[config.mk]
export PLATFORM = sky130hd
export DESIGN_NAME = round_robin_scheduler_with_blocking_core
export DESIGN_NICKNAME = d
export VERILOG_FILES = /design/src/design/rrs_pkg.sv /design/src/design/rrs_blk_cell.sv /design/src/design/rrs_mod_unit.sv /design/src/design/round_robin_scheduler_with_blocking_core.sv
export SDC_FILE = /design/constraint.sdc
export NUM_CORES = 1
export LEC_CHECK = 0
export ABC_AREA = 0
export BUFFER_PORTS_ARGS = -buffer_cell sky130_fd_sc_hd__buf_2
export CAP_MARGIN = 20
export CORE_UTILIZATION = 50
export DETAILED_ROUTE_END_ITERATION = 7
export GPL_TIMING_DRIVEN = 0
export MAX_ROUTING_LAYER = met4
export PLACE_DENSITY_LB_ADDON = 0.12
export SLEW_MARGIN = 10
export SYNTH_ARGS = -nofsm -noshare
export SYNTH_HDL_FRONTEND = slang
export SYNTH_HIERARCHICAL = 1
export SYNTH_SLANG_ARGS = --single-unit
[constraint.sdc]
create_clock -name aclk -period 8.9 [get_ports aclk]
set_input_delay 1.78 -clock aclk [delete_from_list [all_inputs] [get_ports aclk]]
set_output_delay 1.78 -clock aclk [all_outputs]
set_load 0.01 [all_outputs]
[src/design/rrs_pkg.sv]
// Shared types and constants for the round-robin scheduler.
// No dependencies; imported by every other design file.
package rrs_pkg;

    localparam int NUM_PROCS = 8;
    localparam int SLOT_BITS = 3;
    localparam int CNT_BITS  = 4;
    localparam int TIME_BITS = 16;
    localparam int Q_BITS    = 8;
    localparam logic [Q_BITS-1:0] QUANTUM_RESET = 8'd2;

    localparam logic MODE_LOAD = 1'b0;
    localparam logic MODE_TICK = 1'b1;

    localparam logic REG_QUANTUM = 1'b0;

    typedef enum logic [2:0] {
        ST_IDLE,
        ST_MOD,
        ST_RUN,
        ST_SCAN,
        ST_FIN
    } fsm_state_t;

    typedef enum logic [1:0] {
        PS_ABSENT,
        PS_READY,
        PS_BLOCKED,
        PS_FINISHED
    } proc_state_t;

    typedef enum logic [2:0] {
        EV_IDLE,
        EV_CONT,
        EV_FINISH,
        EV_BLOCK,
        EV_PREEMPT
    } run_event_t;

    // One entry of the blocked list: the slot and the time at which it wakes.
    typedef struct packed {
        logic [SLOT_BITS-1:0] slot;
        logic [TIME_BITS-1:0] wake;
    } blk_entry_t;

    // Per-cell control from the sequencer.
    typedef struct packed {
        logic ld;
        logic ins;
        logic shift;
    } cell_ctrl_t;

endpackage

[src/design/rrs_blk_cell.sv]
// One blocked-list cell: holds an entry; loads, inserts or takes its right neighbor's.
// Depends on rrs_pkg.
module rrs_blk_cell (
    input  logic               aclk,
    input  rrs_pkg::cell_ctrl_t ctrl,
    input  rrs_pkg::blk_entry_t ld_data,
    input  rrs_pkg::blk_entry_t ins_data,
    input  rrs_pkg::blk_entry_t right_data,
    output rrs_pkg::blk_entry_t entry
);
    import rrs_pkg::*;

    blk_entry_t entry_reg;
    blk_entry_t entry_next;

    always_comb begin
        if (ctrl.ld) begin
            entry_next = ld_data;
        end else if (ctrl.ins) begin
            entry_next = ins_data;
        end else if (ctrl.shift) begin
            entry_next = right_data;
        end else begin
            entry_next = entry_reg;
        end
    end

    always_ff @(posedge aclk) begin
        entry_reg <= entry_next;
    end

    assign entry = entry_reg;

endmodule

[src/design/rrs_mod_unit.sv]
// Serial remainder unit: one quotient bit per cycle, flags a zero remainder.
// Depends on rrs_pkg.
module rrs_mod_unit (
    input  logic                          aclk,
    input  logic                          aresetn,
    input  logic                          start,
    input  logic [rrs_pkg::TIME_BITS-1:0] dividend,
    input  logic [rrs_pkg::Q_BITS-1:0]    divisor,
    output logic                          done,
    output logic                          rem_zero
);
    import rrs_pkg::*;

    localparam int STEP_BITS = $clog2(TIME_BITS + 1);
    localparam logic [STEP_BITS-1:0] LAST_STEP = STEP_BITS'(TIME_BITS);

    logic [STEP_BITS-1:0] step_reg, step_next;
    logic [TIME_BITS-1:0] dv_reg, dv_next;
    logic [Q_BITS-1:0]    rem_reg, rem_next;
    logic [Q_BITS:0]      trial;

    always_comb begin
        trial     = {rem_reg, dv_reg[TIME_BITS-1]};
        step_next = step_reg;
        dv_next   = dv_reg;
        rem_next  = rem_reg;
        if (start) begin
            step_next = '0;
            dv_next   = dividend;
            rem_next  = '0;
        end else if (step_reg != LAST_STEP) begin
            step_next = step_reg + 1'b1;
            dv_next   = {dv_reg[TIME_BITS-2:0], 1'b0};
            if (trial >= {1'b0, divisor}) begin
                rem_next = Q_BITS'(trial - {1'b0, divisor});
            end else begin
                rem_next = trial[Q_BITS-1:0];
            end
        end
    end

    always_ff @(posedge aclk) begin
        if (!aresetn) begin
            step_reg <= LAST_STEP;
        end else begin
            step_reg <= step_next;
        end
        dv_reg  <= dv_next;
        rem_reg <= rem_next;
    end

    assign done     = (step_reg == LAST_STEP);
    assign rem_zero = (rem_reg == '0);

endmodule

[src/design/round_robin_scheduler_with_blocking_core.sv]
// Top level of the round-robin process scheduler with blocking.
// Depends on rrs_pkg, rrs_mod_unit and rrs_blk_cell.
//
// Usage: each input request on the s_ channel is either a load (s_tuser = 0)
// that writes a process descriptor into a slot and queues it, or a tick
// (s_tuser = 1) that advances the global time, runs the head of the ready
// queue for one unit and wakes every blocked process whose wait ends now.
// Every request yields exactly one result request on the m_ channel.
// The user must write the quantum register over the APB port only while the
// block is idle; the block itself does not enforce this.
// Order of work: a load goes from acceptance straight to the final step,
// which registers the result. A tick first forms the serial remainder of
// the time by the quantum, one quotient step per time bit, until the unit
// reports done; then it runs the run step; then, if entries are blocked
// after the run step, it scans them one at a time as the blocked list shifts
// through its chain of cells; last, it registers the result. One request is
// in work at a time; the next one is taken in the cycle after the result is
// registered.
//
// Reset clears the time, the queues and every slot to absent; the quantum
// returns to 2. When the receiver stalls, the finished result waits in the
// output register, a new request is still taken, and its result waits in the
// last step until the output register is free.
module round_robin_scheduler_with_blocking_core (
    input  logic        aclk,
    input  logic        aresetn,
    // s_tdata: proc_id[2:0], need_time[18:3], used_time[34:19],
    //          block_at[51:35], block_len[67:52], zero fill [71:68]
    input  logic [71:0] s_tdata,
    // s_tuser: mode
    input  logic        s_tuser,
    input  logic        s_tvalid,
    output logic        s_tready,
    // m_tdata: now[15:0], ran_valid[16], ran_id[19:17], run_event[22:20],
    //          woken_mask[30:23], all_done[31]
    output logic [31:0] m_tdata,
    output logic        m_tvalid,
    input  logic        m_tready,
    input  logic        psel,
    input  logic        penable,
    input  logic        pwrite,
    input  logic [2:0]  paddr,
    input  logic [31:0] pwdata,
    output logic [31:0] prdata,
    output logic        pready
);
    import rrs_pkg::*;

    // Input fields.
    logic [SLOT_BITS-1:0] in_proc_id;
    logic [TIME_BITS-1:0] in_need, in_used, in_len;
    logic [TIME_BITS:0]   in_block_at;

    assign in_proc_id  = s_tdata[2:0];
    assign in_need     = s_tdata[18:3];
    assign in_used     = s_tdata[34:19];
    assign in_block_at = s_tdata[51:35];
    assign in_len      = s_tdata[67:52];

    // Control and state.
    fsm_state_t state_reg, state_next;
    logic [TIME_BITS-1:0] tick_count_reg;
    logic [Q_BITS-1:0]    quantum_reg;

    logic [TIME_BITS-1:0] remaining_reg [NUM_PROCS];
    logic [TIME_BITS-1:0] consumed_reg [NUM_PROCS];
    logic [TIME_BITS:0]   block_point_reg [NUM_PROCS];
    logic [TIME_BITS-1:0] block_length_reg [NUM_PROCS];
    proc_state_t          status_reg [NUM_PROCS];
    logic [SLOT_BITS-1:0] fifo_reg [NUM_PROCS];

    logic [SLOT_BITS-1:0] head_reg;
    logic [CNT_BITS-1:0]  rcount_reg;
    logic [CNT_BITS-1:0]  bcount_reg;
    logic [CNT_BITS-1:0]  scan_idx_reg;
    logic [CNT_BITS-1:0]  kept_reg;

    logic                 ran_valid_reg;
    logic [SLOT_BITS-1:0] ran_id_reg;
    run_event_t           event_reg;
    logic [NUM_PROCS-1:0] woken_reg;
    logic [31:0]          out_data_reg;
    logic                 m_tvalid_reg;

    // Handshake decode.
    logic in_accept, cfg_write, is_tick;
    logic out_free;

    assign in_accept = s_tvalid && s_tready;
    assign is_tick   = (s_tuser == MODE_TICK);
    assign cfg_write = psel && penable && pwrite && pready;
    assign out_free  = !m_tvalid_reg || m_tready;

    // Run-step datapath: the head slot of the ready queue.
    logic [SLOT_BITS-1:0] head_slot, tail_pos;
    logic [TIME_BITS-1:0] rem_dec, cons_inc, tick_inc;
    logic                 run_any, run_fin, run_blk, run_pre, blk_now;
    logic                 mod_done, mod_zero;
    logic                 load_ok;

    assign head_slot = fifo_reg[head_reg];
    assign tail_pos  = head_reg + rcount_reg[SLOT_BITS-1:0];
    assign tick_inc  = tick_count_reg + 1'b1;
    assign rem_dec   = (remaining_reg[head_slot] == '0) ? '0
                                                        : remaining_reg[head_slot] - 1'b1;
    assign cons_inc  = consumed_reg[head_slot] + 1'b1;
    assign run_any   = (rcount_reg != '0);
    assign run_fin   = (rem_dec == '0);
    assign run_blk   = !block_point_reg[head_slot][TIME_BITS]
                       && (block_point_reg[head_slot][TIME_BITS-1:0] == cons_inc);
    assign run_pre   = (quantum_reg != '0) && (tick_count_reg != '0) && mod_zero;
    assign blk_now   = run_any && !run_fin && run_blk;
    assign load_ok   = (status_reg[in_proc_id] != PS_READY)
                       && (status_reg[in_proc_id] != PS_BLOCKED);

    // The remainder of the new time by the quantum decides preemption.
    rrs_mod_unit u_mod (
        .aclk     (aclk),
        .aresetn  (aresetn),
        .start    (in_accept && is_tick),
        .dividend (tick_inc),
        .divisor  (quantum_reg),
        .done     (mod_done),
        .rem_zero (mod_zero)
    );

    // Blocked list as a chain of cells. During the scan every cell takes its
    // right neighbor; the entry leaving cell 0 is either moved to the ready
    // queue or reinserted just behind the entries that are still waiting,
    // so the survivors end up packed at the front in their old order.
    blk_entry_t cell_q [NUM_PROCS];
    cell_ctrl_t cell_ctrl [NUM_PROCS];
    blk_entry_t ld_entry;
    logic       scan_woke, scan_last;
    logic [CNT_BITS-1:0]  ins_pos;

    assign ld_entry.slot = head_slot;
    assign ld_entry.wake = tick_count_reg + block_length_reg[head_slot];
    assign scan_woke     = (cell_q[0].wake == tick_count_reg);
    assign ins_pos       = bcount_reg - scan_idx_reg - 1'b1 + kept_reg;
    assign scan_last     = (scan_idx_reg == bcount_reg - 1'b1);

    for (genvar i = 0; i < NUM_PROCS; i++) begin : g_cell
        blk_entry_t right_entry;
        if (i == NUM_PROCS - 1) begin : g_end
            assign right_entry = cell_q[i];
        end else begin : g_mid
            assign right_entry = cell_q[i+1];
        end

        assign cell_ctrl[i].ld    = (state_reg == ST_RUN) && blk_now
                                    && (bcount_reg[SLOT_BITS-1:0] == SLOT_BITS'(i));
        assign cell_ctrl[i].ins   = (state_reg == ST_SCAN) && !scan_woke
                                    && (ins_pos[SLOT_BITS-1:0] == SLOT_BITS'(i));
        assign cell_ctrl[i].shift = (state_reg == ST_SCAN);

        rrs_blk_cell u_cell (
            .aclk       (aclk),
            .ctrl       (cell_ctrl[i]),
            .ld_data    (ld_entry),
            .ins_data   (cell_q[0]),
            .right_data (right_entry),
            .entry      (cell_q[i])
        );
    end

    // Next state.
    always_comb begin
        state_next = state_reg;
        unique case (state_reg)
            ST_IDLE: begin
                if (in_accept) begin
                    state_next = is_tick ? ST_MOD : ST_FIN;
                end
            end
            ST_MOD: begin
                if (mod_done) begin
                    state_next = ST_RUN;
                end
            end
            ST_RUN: begin
                if (bcount_reg != '0 || blk_now) begin
                    state_next = ST_SCAN;
                end else begin
                    state_next = ST_FIN;
                end
            end
            ST_SCAN: begin
                if (scan_last) begin
                    state_next = ST_FIN;
                end
            end
            ST_FIN: begin
                if (out_free) begin
                    state_next = ST_IDLE;
                end
            end
            default: state_next = ST_IDLE;
        endcase
    end

    // Outputs.
    always_comb begin
        s_tready = (state_reg == ST_IDLE);
        m_tvalid = m_tvalid_reg;
        m_tdata  = out_data_reg;
        pready   = 1'b1;
        prdata   = (paddr[2] == REG_QUANTUM) ? {24'd0, quantum_reg} : 32'd0;
    end

    always_ff @(posedge aclk) begin
        if (!aresetn) begin
            state_reg      <= ST_IDLE;
            tick_count_reg <= '0;
            quantum_reg    <= QUANTUM_RESET;
            head_reg       <= '0;
            rcount_reg     <= '0;
            bcount_reg     <= '0;
            m_tvalid_reg   <= 1'b0;
            for (int i = 0; i < NUM_PROCS; i++) begin
                status_reg[i] <= PS_ABSENT;
            end
        end else begin
            state_reg <= state_next;

            if (cfg_write && (paddr[2] == REG_QUANTUM)) begin
                quantum_reg <= pwdata[Q_BITS-1:0];
            end

            // A new result replaces the one leaving in the same cycle.
            if ((state_reg == ST_FIN) && out_free) begin
                m_tvalid_reg <= 1'b1;
            end else if (m_tvalid_reg && m_tready) begin
                m_tvalid_reg <= 1'b0;
            end

            unique case (state_reg)
                ST_IDLE: begin
                    if (in_accept) begin
                        ran_valid_reg <= 1'b0;
                        ran_id_reg    <= '0;
                        event_reg     <= EV_IDLE;
                        woken_reg     <= '0;
                        if (is_tick) begin
                            tick_count_reg <= tick_inc;
                        end else if (load_ok) begin
                            remaining_reg[in_proc_id]    <= in_need;
                            consumed_reg[in_proc_id]     <= in_used;
                            block_point_reg[in_proc_id]  <= in_block_at;
                            block_length_reg[in_proc_id] <= in_len;
                            status_reg[in_proc_id]       <= PS_READY;
                            fifo_reg[tail_pos]           <= in_proc_id;
                            rcount_reg                   <= rcount_reg + 1'b1;
                        end
                    end
                end
                ST_MOD: begin
                end
                ST_RUN: begin
                    scan_idx_reg <= '0;
                    kept_reg     <= '0;
                    if (run_any) begin
                        ran_valid_reg            <= 1'b1;
                        ran_id_reg               <= head_slot;
                        remaining_reg[head_slot] <= rem_dec;
                        consumed_reg[head_slot]  <= cons_inc;
                        if (run_fin) begin
                            head_reg              <= head_reg + 1'b1;
                            rcount_reg            <= rcount_reg - 1'b1;
                            status_reg[head_slot] <= PS_FINISHED;
                            event_reg             <= EV_FINISH;
                        end else if (run_blk) begin
                            head_reg              <= head_reg + 1'b1;
                            rcount_reg            <= rcount_reg - 1'b1;
                            status_reg[head_slot] <= PS_BLOCKED;
                            bcount_reg            <= bcount_reg + 1'b1;
                            event_reg             <= EV_BLOCK;
                        end else if (run_pre) begin
                            // The preempted head is written at the tail, behind the last queued entry.
                            fifo_reg[tail_pos] <= head_slot;
                            head_reg           <= head_reg + 1'b1;
                            event_reg          <= EV_PREEMPT;
                        end else begin
                            event_reg <= EV_CONT;
                        end
                    end
                end
                ST_SCAN: begin
                    scan_idx_reg <= scan_idx_reg + 1'b1;
                    if (scan_woke) begin
                        fifo_reg[tail_pos]          <= cell_q[0].slot;
                        rcount_reg                  <= rcount_reg + 1'b1;
                        status_reg[cell_q[0].slot]  <= PS_READY;
                        woken_reg[cell_q[0].slot]   <= 1'b1;
                    end else begin
                        kept_reg <= kept_reg + 1'b1;
                    end
                    if (scan_last) begin
                        bcount_reg <= scan_woke ? kept_reg : kept_reg + 1'b1;
                    end
                end
                ST_FIN: begin
                    if (out_free) begin
                        out_data_reg <= {(rcount_reg == '0) && (bcount_reg == '0),
                                         woken_reg, event_reg, ran_id_reg,
                                         ran_valid_reg, tick_count_reg};
                    end
                end
                default: begin
                end
            endcase
        end
    end

    // The two queues together never hold more entries than slots. During the scan the
    // blocked count is only settled at the last entry, so the check waits.
    assert property (@(posedge aclk) disable iff (!aresetn)
        (state_reg != ST_SCAN)
        |-> ((5'(rcount_reg) + 5'(bcount_reg)) <= 5'(NUM_PROCS)))
        else $error("ready and blocked queues hold more entries than slots");

    // The scan never runs past the entries that were blocked when it began.
    assert property (@(posedge aclk) disable iff (!aresetn)
        (state_reg == ST_SCAN) |-> (scan_idx_reg < bcount_reg))
        else $error("blocked-list scan overran its entry count");

    // An accepted request always leaves the idle state.
    assert property (@(posedge aclk) disable iff (!aresetn)
        in_accept |=> (state_reg != ST_IDLE))
        else $error("accepted request did not start work");

    // A result is produced only from the final step.
    assert property (@(posedge aclk) disable iff (!aresetn)
        $rose(m_tvalid_reg) |-> ($past(state_reg) == ST_FIN))
        else $error("result raised outside the final step");

endmodule
==> results.cfg, run 1 <==
[run_status]
outcome = finished, final reports clean

[yosys]
syn_inst = 3124
synth_seq_cells = 838
synth_flop_cell = edfxtp_1
syn_area_per_cell_um2 = 12.5
synth_edf_count = 783
async_reset_ff_share_pct = 0
synth_cell_types = 96
synth_area_um2 = 39000
yosysSeqAreaShare_pct = 63.1
yosys_warnings = 6

[cells_and_area]
largest_register_ffs = 152
nets = 3568
drive_above_1_share_pct = 13.8
final_common_cell = edfxtp_1
syn2layout_area_growth_pct = 14.4
layout_common_cells = edfxtp_1 (783), nand2_1 (644), mux2i_1 (271)

[timing]
rsz0062_at_grt = no
worst_pin_slew_ns = 1.09
setup-tns-final_ns = 0
final-max-slew-violation-count = 0
fmax_mhz = 120
fin_crit_sh_pct = 93.4
hold_ws_ns = 0.427
clock_skew_ns = 0.0308
relSlewSlack_pct = 27.3
fin_crit_ns = 8.31
finalHoldViolations = 0
finalSetupViolCount = 0

[setup_path]
slowest_delay_ns = 0.64
crit_type = reg2reg
path_common_cell = a21oi_1
crit_required_ns = 9.38
arrival_ns = 8.79
start_kind = flip-flop
critPathMaxFanout = 10
crit_path_end_kind = flip-flop
cp_slowest_cell = clkbuf_1

[power_and_ir_drop]
switching_share_pct = 23.0
p_switching_uw = 2050
p_int_uw = 6870
ir_drop_uv = 212
p_per_area_nw_per_um2 = 200
pwr-share-seq_pct = 49.6
p_leak_uw = 0.0150
clkPwrFrac_pct = 42.3
share_comb_of_total_power_pct = 8.0

[clocking]
cts.sink_count = 838
numCtsBuffers = 89
cts_setup_buffers = 0
cts_root_buffer = clkbuf_16
htree_levels = 3
cts_max_path_buffers = 3
cts_resized = 0
clk_latency_ns = 0.65
clk_pin_slew_ns = 0.06
cts_tree = yes
ctsHoldBuffers = 0

[floorplanning]
initial_core_util_pct = 50.4
die_h_um = 281
die_x_um = 281
core-area_um2 = 77300
floorplan.die_area_um2 = 79100
ios = 182
rows = 102

[detailed_routing]
wl_mm = 102
postRouteAntennaNets = 0
drt_iter0_drc = 2208
drcViolationCount = 0
viasPerCell = 5.75
drt_first_pass_iters = 5
wl_per_cell_um = 22.6
vias = 26000

[global_routing]
grt_pass1_vias = 25900
grt_antenna_before_repair = 11
grt.total_usage_pct = 26.6
grt_max_degree = 23
grt_pass1_wl_mm = 153
grt_overflow = 0

[job]
drv_cap = 0

[place]
place.gp.congestion = 0.881
io_buffers = 125
hpwl_mm = 72.4

[worst_hold_path]
min_path_type = reg2reg
## per-stage QoR
step | setup WS [ns] | util [%] | cell area, um2 | power [uW] | std cells
CTS | 0.143 | 57.6 | 44600 | 8960 | 4513
floorplan | 2.04 | - | 39100 | 4970 | 3147
global placement | -2.14 | 53.0 | 41000 | 5180 | 4312
global route | 0.0600 | 57.7 | 44600 | 9180 | 4526
finish | 0.590 | 57.7 | 44600 | 8920 | 4527
detailed placement | 0.220 | 53.8 | 41600 | 5210 | 4348
## kinds of logic after synthesis
logic type      after synthesis  share of synthesized area [%]
buf+inv                     253                           3.32
compound gates              452                           7.67
flops                       838                           63.1
xor+xnor                    123                           2.87
fa+ha+maj                    51                           1.75
simple gates               1102                           12.9
mux                         303                           8.37
other cells                   2                         0.0193
## synthesized netlist by cell type (21+ instances only)
cell type | count | share of area (%)
nand2_1 | 644 | 6.2
o21ai_1 | 162 | 2.1
buf_2 | 29 | 0.37
buf_6 | 22 | 0.64
mux2i_1 | 271 | 7.0
a32oi_1 | 57 | 1.3
ha_1 | 45 | 1.4
a311oi_1 | 26 | 0.58
a21oi_1 | 37 | 0.47
and2_1 | 33 | 0.53
xnor2_1 | 65 | 1.5
nor3_1 | 26 | 0.33
nor2_1 | 103 | 0.99
o21ai_0 | 35 | 0.45
edfxtp_1 | 783 | 60
xor2_1 | 55 | 1.2
dfxtp_1 | 55 | 2.8
inv_1 | 48 | 0.46
clkbuf_1 | 105 | 1.0
and3_1 | 50 | 0.80
a31oi_1 | 21 | 0.34
buf_4 | 38 | 0.73
nand3_1 | 103 | 1.3
## cell type report
class	instances	area, um2
fill	6269	32700
clock inverter	50	568
sequential	838	24600
buffer	201	1100
antenna	11	27.5
timing repair buffer	164	1100
multi-input combinational	2056	13300
inverter	52	198
tap	1040	1300
clock buffer	115	2410
## layer usage
| metal | GRT usage (%) | part of all wire (%) | vias up |
|---|---|---|---|
| li1 | - | - | 12100 |
| met1 | 35.7 | 44 | 12900 |
| met2 | 42.0 | 47 | 869 |
| met3 | 4.21 | 6.8 | 155 |
| met4 | 7.37 | 2.0 | 0 |
| met5 | - | 0 | - |
## worst max-delay path: cells and delay by family, from the launching register on
family          cells  cell delay [ns]
buf+inv             9             3.37
compound gates     13             2.30
fa+ha+maj           2             0.66
simple gates        4             0.55
mux                 2             0.51
xor+xnor            1             0.41
flops               1             0.32
## worst paths after layout
kind	from	to	slack (ns)	depth (start not counted)
setup / recovery	flip-flop	g_cell[6].u_cell/entry[14]$_DFFE_PP_	0.59	31
hold / removal	ran_id_reg[0]$_SDFFCE_PN0P_	m_tdata[17]$_DFFE_PP_	0.43	0
setup reg to reg	flip-flop	g_cell[6].u_cell/entry[14]$_DFFE_PP_	0.59	31
hold reg to reg	ran_id_reg[0]$_SDFFCE_PN0P_	m_tdata[17]$_DFFE_PP_	0.43	0
## power by group through the flow
stage,logic [uW],clock network [uW],registers [uW]
6_report,717,3780,4420
5_1_grt,781,3970,4430
4_1_cts,708,3830,4420
3_5_place_dp,704,0,4500
3_3_place_gp,676,0,4500
2_1_floorplan,476,0,4490
Note: power is estimated with default switching activity, not from simulation.
==> run 2, diff against run 1 <==
--- a/config.mk
+++ b/config.mk
@@ -6,7 +6,7 @@
 export NUM_CORES = 1
 export LEC_CHECK = 0
 export ABC_AREA = 0
-export BUFFER_PORTS_ARGS = -buffer_cell sky130_fd_sc_hd__buf_2
+export BUFFER_PORTS_ARGS = -buffer_cell sky130_fd_sc_hd__buf_4
 export CAP_MARGIN = 20
 export CORE_UTILIZATION = 50
 export DETAILED_ROUTE_END_ITERATION = 7
==> run 2 against run 1 <==
Against the previous run:
- clock skew decreased by 0.0081 ns
- die area unchanged
- setup slack got worse by 0.025 ns
- largest power group unchanged
- highest routed layer unchanged
==> results.cfg, run 2 (synthesis results as in run 1) <==
[global_routing]
grt_antenna_before_repair = 3
grt_pass1_wl_mm = 153
grt_max_degree = 24
grt_overflow = 0
grt_pass1_vias = 25700
grt.total_usage_pct = 26.5

[cells_and_area]
final_area_um2 = 45000
layout_common_cells = edfxtp_1 (783), nand2_1 (644), mux2i_1 (271)
final_common_cell = edfxtp_1
fillCellCount = 6293
syn2layout_area_growth_pct = 15.4
nets = 3568
largest_register_ffs = 152
drive_above_1_share_pct = 13.8

[power_and_ir_drop]
p_leak_uw = 0.0152
p_int_uw = 6930
finalPower_uw = 8940
ir_drop_uv = 158
p_switching_uw = 2010
clkPwrFrac_pct = 42.3
switching_share_pct = 22.5
share_comb_of_total_power_pct = 8.2
p_per_area_nw_per_um2 = 199
pwr-share-seq_pct = 49.5

[floorplanning]
floorplan.die_area_um2 = 79100
initial_core_util_pct = 50.4
die_h_um = 281
core-area_um2 = 77300
ios = 182
rows = 102
die_x_um = 281

[timing]
fin_crit_sh_pct = 93.7
finalHoldViolations = 0
final-max-slew-violation-count = 0
relSlewSlack_pct = 28.7
finalSetupViolCount = 0
hold_ws_ns = 0.426
clock_skew_ns = 0.0228
setup_slack_ns = 0.565
rsz0062_at_grt = no
worst_pin_slew_ns = 1.06
fin_crit_ns = 8.33
fmax_mhz = 120
setup-tns-final_ns = 0

[clocking]
htree_levels = 3
cts_tree = yes
cts_root_buffer = clkbuf_16
cts.sink_count = 838
cts_max_path_buffers = 3
numCtsBuffers = 89
clk_latency_ns = 0.64
cts_setup_buffers = 0
clk_pin_slew_ns = 0.06

[setup_path]
cp_slowest_cell = buf_2
r2r_end = g_cell[7].u_cell/entry[15]$_DFFE_PP_
crit_type = reg2reg
slowest_delay_ns = 0.56
crit_required_ns = 9.37
r2r_cells = 31
start_kind = flip-flop
reg2reg_setup_slack_ns = 0.57
critPathMaxFanout = 17
path_common_cell = a21oi_1
arrival_ns = 8.80
crit_path_end_kind = flip-flop

[run_status]
outcome = finished, final reports clean

[place]
hpwl_mm = 71.8
place.gp.congestion = 0.886
pre_cts_ws_ns = 0.0683
io_buffers = 125
placed_area_um2 = 42000

[detailed_routing]
drt_first_pass_iters = 8
viasPerCell = 5.75
postRouteAntennaNets = 0
drt_iter0_drc = 2433
wl_mm = 101
wl_per_cell_um = 22.3
vias = 26000
drcViolationCount = 0

[worst_hold_path]
hold_path_end = m_tdata[15]$_DFFE_PP_
min_path_type = reg2reg
min_from = tick_count_reg[15]$_SDFFE_PN0P_
hold_path_depth = 0

[job]
drv_cap = 0
run 2: cell count changes in the layout (fill, tap and decap cells not counted), sizes merged:
cell,delta
clkinv,-11
diode,-9
clkbuf,+3
buf,+2
clkinvlp,-1
run 2: cell type report:
type / instances / area, um2 / area share [%]
repair buffers: 164 / 1500 / 3.34
flip-flops and latches: 838 / 24600 / 54.7
plain buffers: 201 / 1100 / 2.46
well taps: 1040 / 1300 / 2.89
clock inverters: 38 / 460 / 1.02
diodes: 2 / 5.00 / 0.0111
clock buffers: 120 / 2510 / 5.58
multi-input cells: 2056 / 13300 / 29.5
inverters: 52 / 198 / 0.439
run 2: worst max-delay path by stage:
| stage | start | endpoint | depth (start not counted) |
|---|---|---|---|
| after floorplan | s_tdata[0] | block_length_reg[0][0]$_DFFE_PP_ | 7 |
| after global placement | s_tdata[0] | block_point_reg[0][1]$_DFFE_PP_ | 7 |
| after detailed placement | flip-flop | g_cell[5].u_cell/entry[15]$_DFFE_PP_ | 31 |
| after CTS | flip-flop | g_cell[5].u_cell/entry[15]$_DFFE_PP_ | 31 |
| after global routing | flip-flop | g_cell[3].u_cell/entry[15]$_DFFE_PP_ | 31 |
| final | flip-flop | g_cell[7].u_cell/entry[15]$_DFFE_PP_ | 31 |
run 2: routing by layer:
metal / GRT usage (%) / share of wire (%) / wire (um) / vias to the layer above
li1: - / - / - / 12100
met3: 4.01 / 7.3 / 7320 / 137
met4: 6.52 / 1.8 / 1830 / 0
met5: - / 0 / 0 / -
met2: 41.5 / 47 / 47100 / 964
met1: 36.2 / 44 / 44300 / 12800
run 2: worst max-delay path, delay by kind of cell, from the launching register on:
kind	cells	cell delay [ns]
flip-flops	1	0.32
AND/OR/NAND/NOR	2	0.26
XOR/XNOR	1	0.43
multiplexers	2	0.62
AO/OA/AOI/OAI	15	2.76
adder cells (fa/ha/maj)	1	0.29
buffers and inverters	10	3.43
run 2: power by group through the flow:
stage / Combinational, uW / Sequential, uW / Clock, uW
after floorplan: 476 / 4490 / 0
final: 732 / 4420 / 3780
after global routing: 801 / 4430 / 3990
after CTS: 724 / 4420 / 3830
after global placement: 692 / 4500 / 0
after detailed placement: 721 / 4500 / 0
run 2: timing repair:
item                                    CTS  global route
endpoints found under the hold margin     0             0
gates resized for setup                   1            10
endpoints found under the setup margin    1             9
hold buffers                              0             0
run 2: per-stage QoR:
stage,cells,utilization (%)
finish,4511,58.2
global route,4511,58.2
CTS,4509,58.2
detailed placement,4351,54.3
global placement,4312,53.4
floorplan,3147,-
